`src/hdl/lzwd_pkg.sv`:
```
// ----------------------------------------------------------------------------
// lzwd_pkg
// Types and constants shared by the LZW dictionary block.
// ----------------------------------------------------------------------------
package lzwd_pkg;

   localparam int START_BITS_DEF    = 9;
   localparam int FIRST_CODE_DEF    = 258;
   localparam int MAX_CODE_BITS_DEF = 12;
   localparam int MAX_STRING_DEF    = 64;

   localparam logic [3:0] MAX_LEN_RESET = 4'd12;

   typedef enum logic [2:0] {
      KIND_CLEAR  = 3'd0,
      KIND_LOOKUP = 3'd1,
      KIND_ADD    = 3'd2,
      KIND_TEST   = 3'd3,
      KIND_UNWIND = 3'd4
   } kind_type;

   localparam logic [1:0] ST_OK      = 2'd0;
   localparam logic [1:0] ST_MISS    = 2'd1;
   localparam logic [1:0] ST_TOOLONG = 2'd2;

   // Command passed from the front end to the back end through the queue.
   typedef struct packed {
      kind_type    kind;
      logic [11:0] prefix_code;
      logic        prefix_empty;
      logic [7:0]  symbol;
      logic [11:0] query_code;
   } cmd_type;

   localparam int CMD_W = $bits(cmd_type);

endpackage

```
`src/hdl/lzwd_front.sv`:
```
// ----------------------------------------------------------------------------
// lzwd_front
// Accepts items, drops unknown kinds and queues the rest for the back end.
// ----------------------------------------------------------------------------
module lzwd_front (
   input  logic              clock,
   input  logic              reset,
   input  logic              req_tvalid,
   output logic              req_tready,
   input  logic [2:0]        req_tuser,
   input  logic [39:0]       req_tdata,
   output logic              q_valid,
   input  logic              q_pop,
   output lzwd_pkg::cmd_type q_cmd
);
   import lzwd_pkg::*;

   // Two-entry queue.
   cmd_type     mem_ff [2];
   logic        wp_ff, wp_in, rp_ff, rp_in;
   logic [1:0]  cnt_ff, cnt_in;
   cmd_type     cmd;
   logic        push, known;

   always_comb begin
      cmd.kind         = kind_type'(req_tuser);
      cmd.prefix_code  = req_tdata[11:0];
      cmd.prefix_empty = req_tdata[12];
      cmd.symbol       = req_tdata[20:13];
      cmd.query_code   = req_tdata[32:21];
   end

   assign known      = (req_tuser <= KIND_UNWIND);
   assign req_tready = (cnt_ff != 2'd2);
   assign push       = req_tvalid && req_tready && known;
   assign q_valid    = (cnt_ff != 2'd0);
   assign q_cmd      = mem_ff[rp_ff];

   always_comb begin
      wp_in  = wp_ff ^ push;
      rp_in  = rp_ff ^ (q_pop && q_valid);
      cnt_in = cnt_ff + {1'b0, push} - {1'b0, q_pop && q_valid};
   end

   always_ff @(posedge clock) begin
      if (reset) begin
         wp_ff  <= 1'b0;
         rp_ff  <= 1'b0;
         cnt_ff <= 2'd0;
      end else begin
         wp_ff  <= wp_in;
         rp_ff  <= rp_in;
         cnt_ff <= cnt_in;
      end
      if (push) mem_ff[wp_ff] <= cmd;
   end

endmodule

```
`config.mk`:
```
export PLATFORM = sky130hd
export DESIGN_NAME = lzwd_front
export DESIGN_NICKNAME = d
export VERILOG_FILES = /design/src/hdl/lzwd_pkg.sv /design/src/hdl/lzwd_front.sv
export SDC_FILE = /design/constraint.sdc
export NUM_CORES = 1
export LEC_CHECK = 0
export BUFFER_PORTS_ARGS = -buffer_cell sky130_fd_sc_hd__buf_2
export CORE_MARGIN = 1.5
export CORE_UTILIZATION = 54
export CTS_CLUSTER_SIZE = 25
export DETAILED_ROUTE_END_ITERATION = 8
export PLACE_DENSITY = 0.83
export SLEW_MARGIN = 20
export SYNTH_ARGS = -nofsm -noshare
export SYNTH_HDL_FRONTEND = slang
export SYNTH_SLANG_ARGS = --single-unit
```
`constraint.sdc`:
```
create_clock -name clock -period 3.2 [get_ports clock]
set_input_delay 0 -clock clock [delete_from_list [all_inputs] [get_ports clock]]
set_output_delay 0 -clock clock [all_outputs]
set_load 0.02 [all_outputs]
```
==> impl_metrics.json <==
{
  "outcome": "finished clean",
  "maxSlewHeadroom_pct": 40.4,
  "startpoint": "req_tuser[1]",
  "die_area_um2": 5670,
  "cts_sinks": 76,
  "ys_warn_count": 0,
  "ys.flop_type": "edfxtp_1",
  "grt_pass1_wl_um": 7160,
  "worst_pin_slew_ps": 894,
  "cts-resized-gates": 0,
  "area_delta_synth_final_pct": 35.5,
  "die_height_um": 75.3,
  "layout-drive-gt1-share_pct": 49.6,
  "critPathCapture": "mem_ff[0][23]",
  "irDropWorstVdd_uv": 508,
  "insertion_delay_ps": 330,
  "setup_viol": 0,
  "drcViolationCount": 0,
  "firstDrtPassIters": 4,
  "r2r_cells": 3,
  "yosysTopAreaCellShare_pct": 76.5,
  "cts_root_buffer": "clkbuf_8",
  "fin_crit_ps": 1940,
  "rsz0062_at_grt": "false",
  "arrival_ps": 1890,
  "yosysSeqAreaShare_pct": 79.4,
  "syn_avg_cell_area_um2": 20.6,
  "finalCritPeriodShare_pct": 60.7,
  "syn_area_um2": 2830,
  "multi_input_area_um2": 559,
  "seqCellArea_um2": 2240,
  "max-cap-violations": 0,
  "grt_pass1_vias": 1655,
  "path_clk_slew_ps": 70,
  "start_util_pct": 55.7,
  "r2r_start": "cnt_ff[0]",
  "final.fill_count": 319,
  "end_kind": "flop",
  "synth_most_common_cell": "edfxtp_1",
  "dr_total_vias": 1626,
  "synth.distinct_cells": 20,
  "powerDensity_nw_per_um2": 692,
  "dp_hpwl_um": 2710,
  "core-area_um2": 5070,
  "path_class": "in -> reg",
  "nets": 307,
  "io_pins": 85,
  "clk_path_buf_depth": 2,
  "synth_common_cells": "edfxtp_1, mux2_2, buf_2, dfxtp_1, nor2_1",
  "grt_overflow": 0,
  "async_flop_share_pct": 0,
  "crit_fanout": 36,
  "cellLeakagePower_nw": 1.45,
  "ys_seq_elements": 76,
  "hold_violations": 0,
  "portBuffers": 77,
  "slew_violations": 0,
  "post_cts_buffers": 0,
  "clock_skew_ps": 6.94,
  "post_drt_wl_per_cell_um": 14.8,
  "reg2reg_slack_ps": 1290,
  "finalSetupTns_ps": 0,
  "antenna_found_initial": 0,
  "start_kind": "input pin",
  "n_antenna_cell": 0,
  "synth_top_cell_by_area": "edfxtp_1",
  "ant_nets": 0,
  "vias_per_cell": 4.90,
  "h-tree-depth": 3,
  "netlist_instances": 137,
  "cts_made_buffers": 9,
  "postLayoutCoreUtil_pct": 75.4,
  "grtUsageTotal_pct": 17.6,
  "cp.required_ps": 3150,
  "hold_buffers": 37,
  "die_width_um": 75.3,
  "r2r_end": "mem_ff[0][23]",
  "min_path_type": "in -> reg",
  "synth_edf_count": 72,
  "grt_max_degree": 38,
  "synth_nets": 186,
  "cts_tree": "built",
  "rows": 26,
  "drt-total-wl_um": 4920,
  "gp_congestion": 0.730,
  "clock.fmax_mhz": 515,
  "synth.area.top_cells": "edfxtp_1, mux2_2, dfxtp_1, ha_1, buf_2",
  "dr.first_iter.drc_count": 63
}
[worst max-delay path: stages]
cell           delay (ps)
dlygate4sd3_1         540
buf_2                 130
o21ai_1               180
and3_2                250
ha_2                  770
[routing by layer]
| metal | share of wire [%] | track usage (%) | vias up |
|---|---|---|---|
| met3 | 4.4 | 3.84 | 6 |
| met2 | 55 | 33.8 | 53 |
| met4 | 1.1 | 7.14 | 0 |
| li1 | - | - | 774 |
| met5 | 0 | 0 | - |
| met1 | 39 | 18.6 | 793 |
[worst min path at each step]
stage / slack (ps) / startpoint / endpoint / cells after the start
finish: 70 / q_pop / rp_ff / 4
floorplan: 70 / reset / wp_ff / 1
CTS: 40 / q_pop / rp_ff / 4
global placement: 190 / req_tdata[31] / mem_ff[0][10] / 1
detailed placement: 190 / req_tdata[14] / mem_ff[1][13] / 1
global route: 90 / q_pop / rp_ff / 4
[power breakdown]
group	total [mW]	internal [mW]	switching, mW
clock	0.654	0.353	0.301
sequential	1.30	1.20	0.0943
combinational	0.695	0.330	0.365
total	2.65	1.89	0.761
[sequential cells by signal, indices dropped and copies added, names as in the netlist]
register,cells
mem_ff,72
cnt_ff,2
rp_ff,1
wp_ff,1
[placed cells by master (no fill, tap or decap), drive strengths merged, types with 2 or more instances in the layout]
cell	netlist	final
dfxtp	4	4
clkbuf	0	12
ha	2	2
mux2	37	37
inv	2	2
nor2b	2	2
buf	4	77
clkinv	0	2
edfxtp	72	72
dlygate4sd3	0	37
nor2	3	3
[per-stage QoR]
stage	instances	setup WS (ps)	power [mW]	hold slack [ps]	area (um2)
6_report	332	1260	2.65	65.9	3830
5_1_grt	332	1140	2.76	85.2	3830
4_1_cts	332	1240	2.66	41.0	3830
3_5_place_dp	280	1250	1.98	191	3280
3_3_place_gp	280	1300	1.97	188	3280
2_1_floorplan	137	1150	1.77	66.7	2830
[area by class of cell]
class / count / share of cell area, %
clock buffers: 12 / 3.53
clock inverters: 3 / 1.01
inverters: 2 / 0.196
repair buffers: 114 / 19.7
flip-flops and latches: 76 / 58.6
well taps: 70 / 2.29
multi-input cells: 55 / 14.6
[cells by family (layout without fill, tap and decap cells)]
logic type               count (synthesis)  count (layout)  synth area share [%]
AO/OA/AOI/OAI                            2               2                 0.620
XOR/XNOR                                 2               2                 0.620
adder cells (fa/ha/maj)                  2               2                 0.886
AND/OR/NAND/NOR                         11              11                  2.44
multiplexers                            38              38                  15.1
buffers and inverters                    6             131                 0.974
flip-flops                              76              76                  79.4
Note: power is estimated with default switching activity, not from simulation.
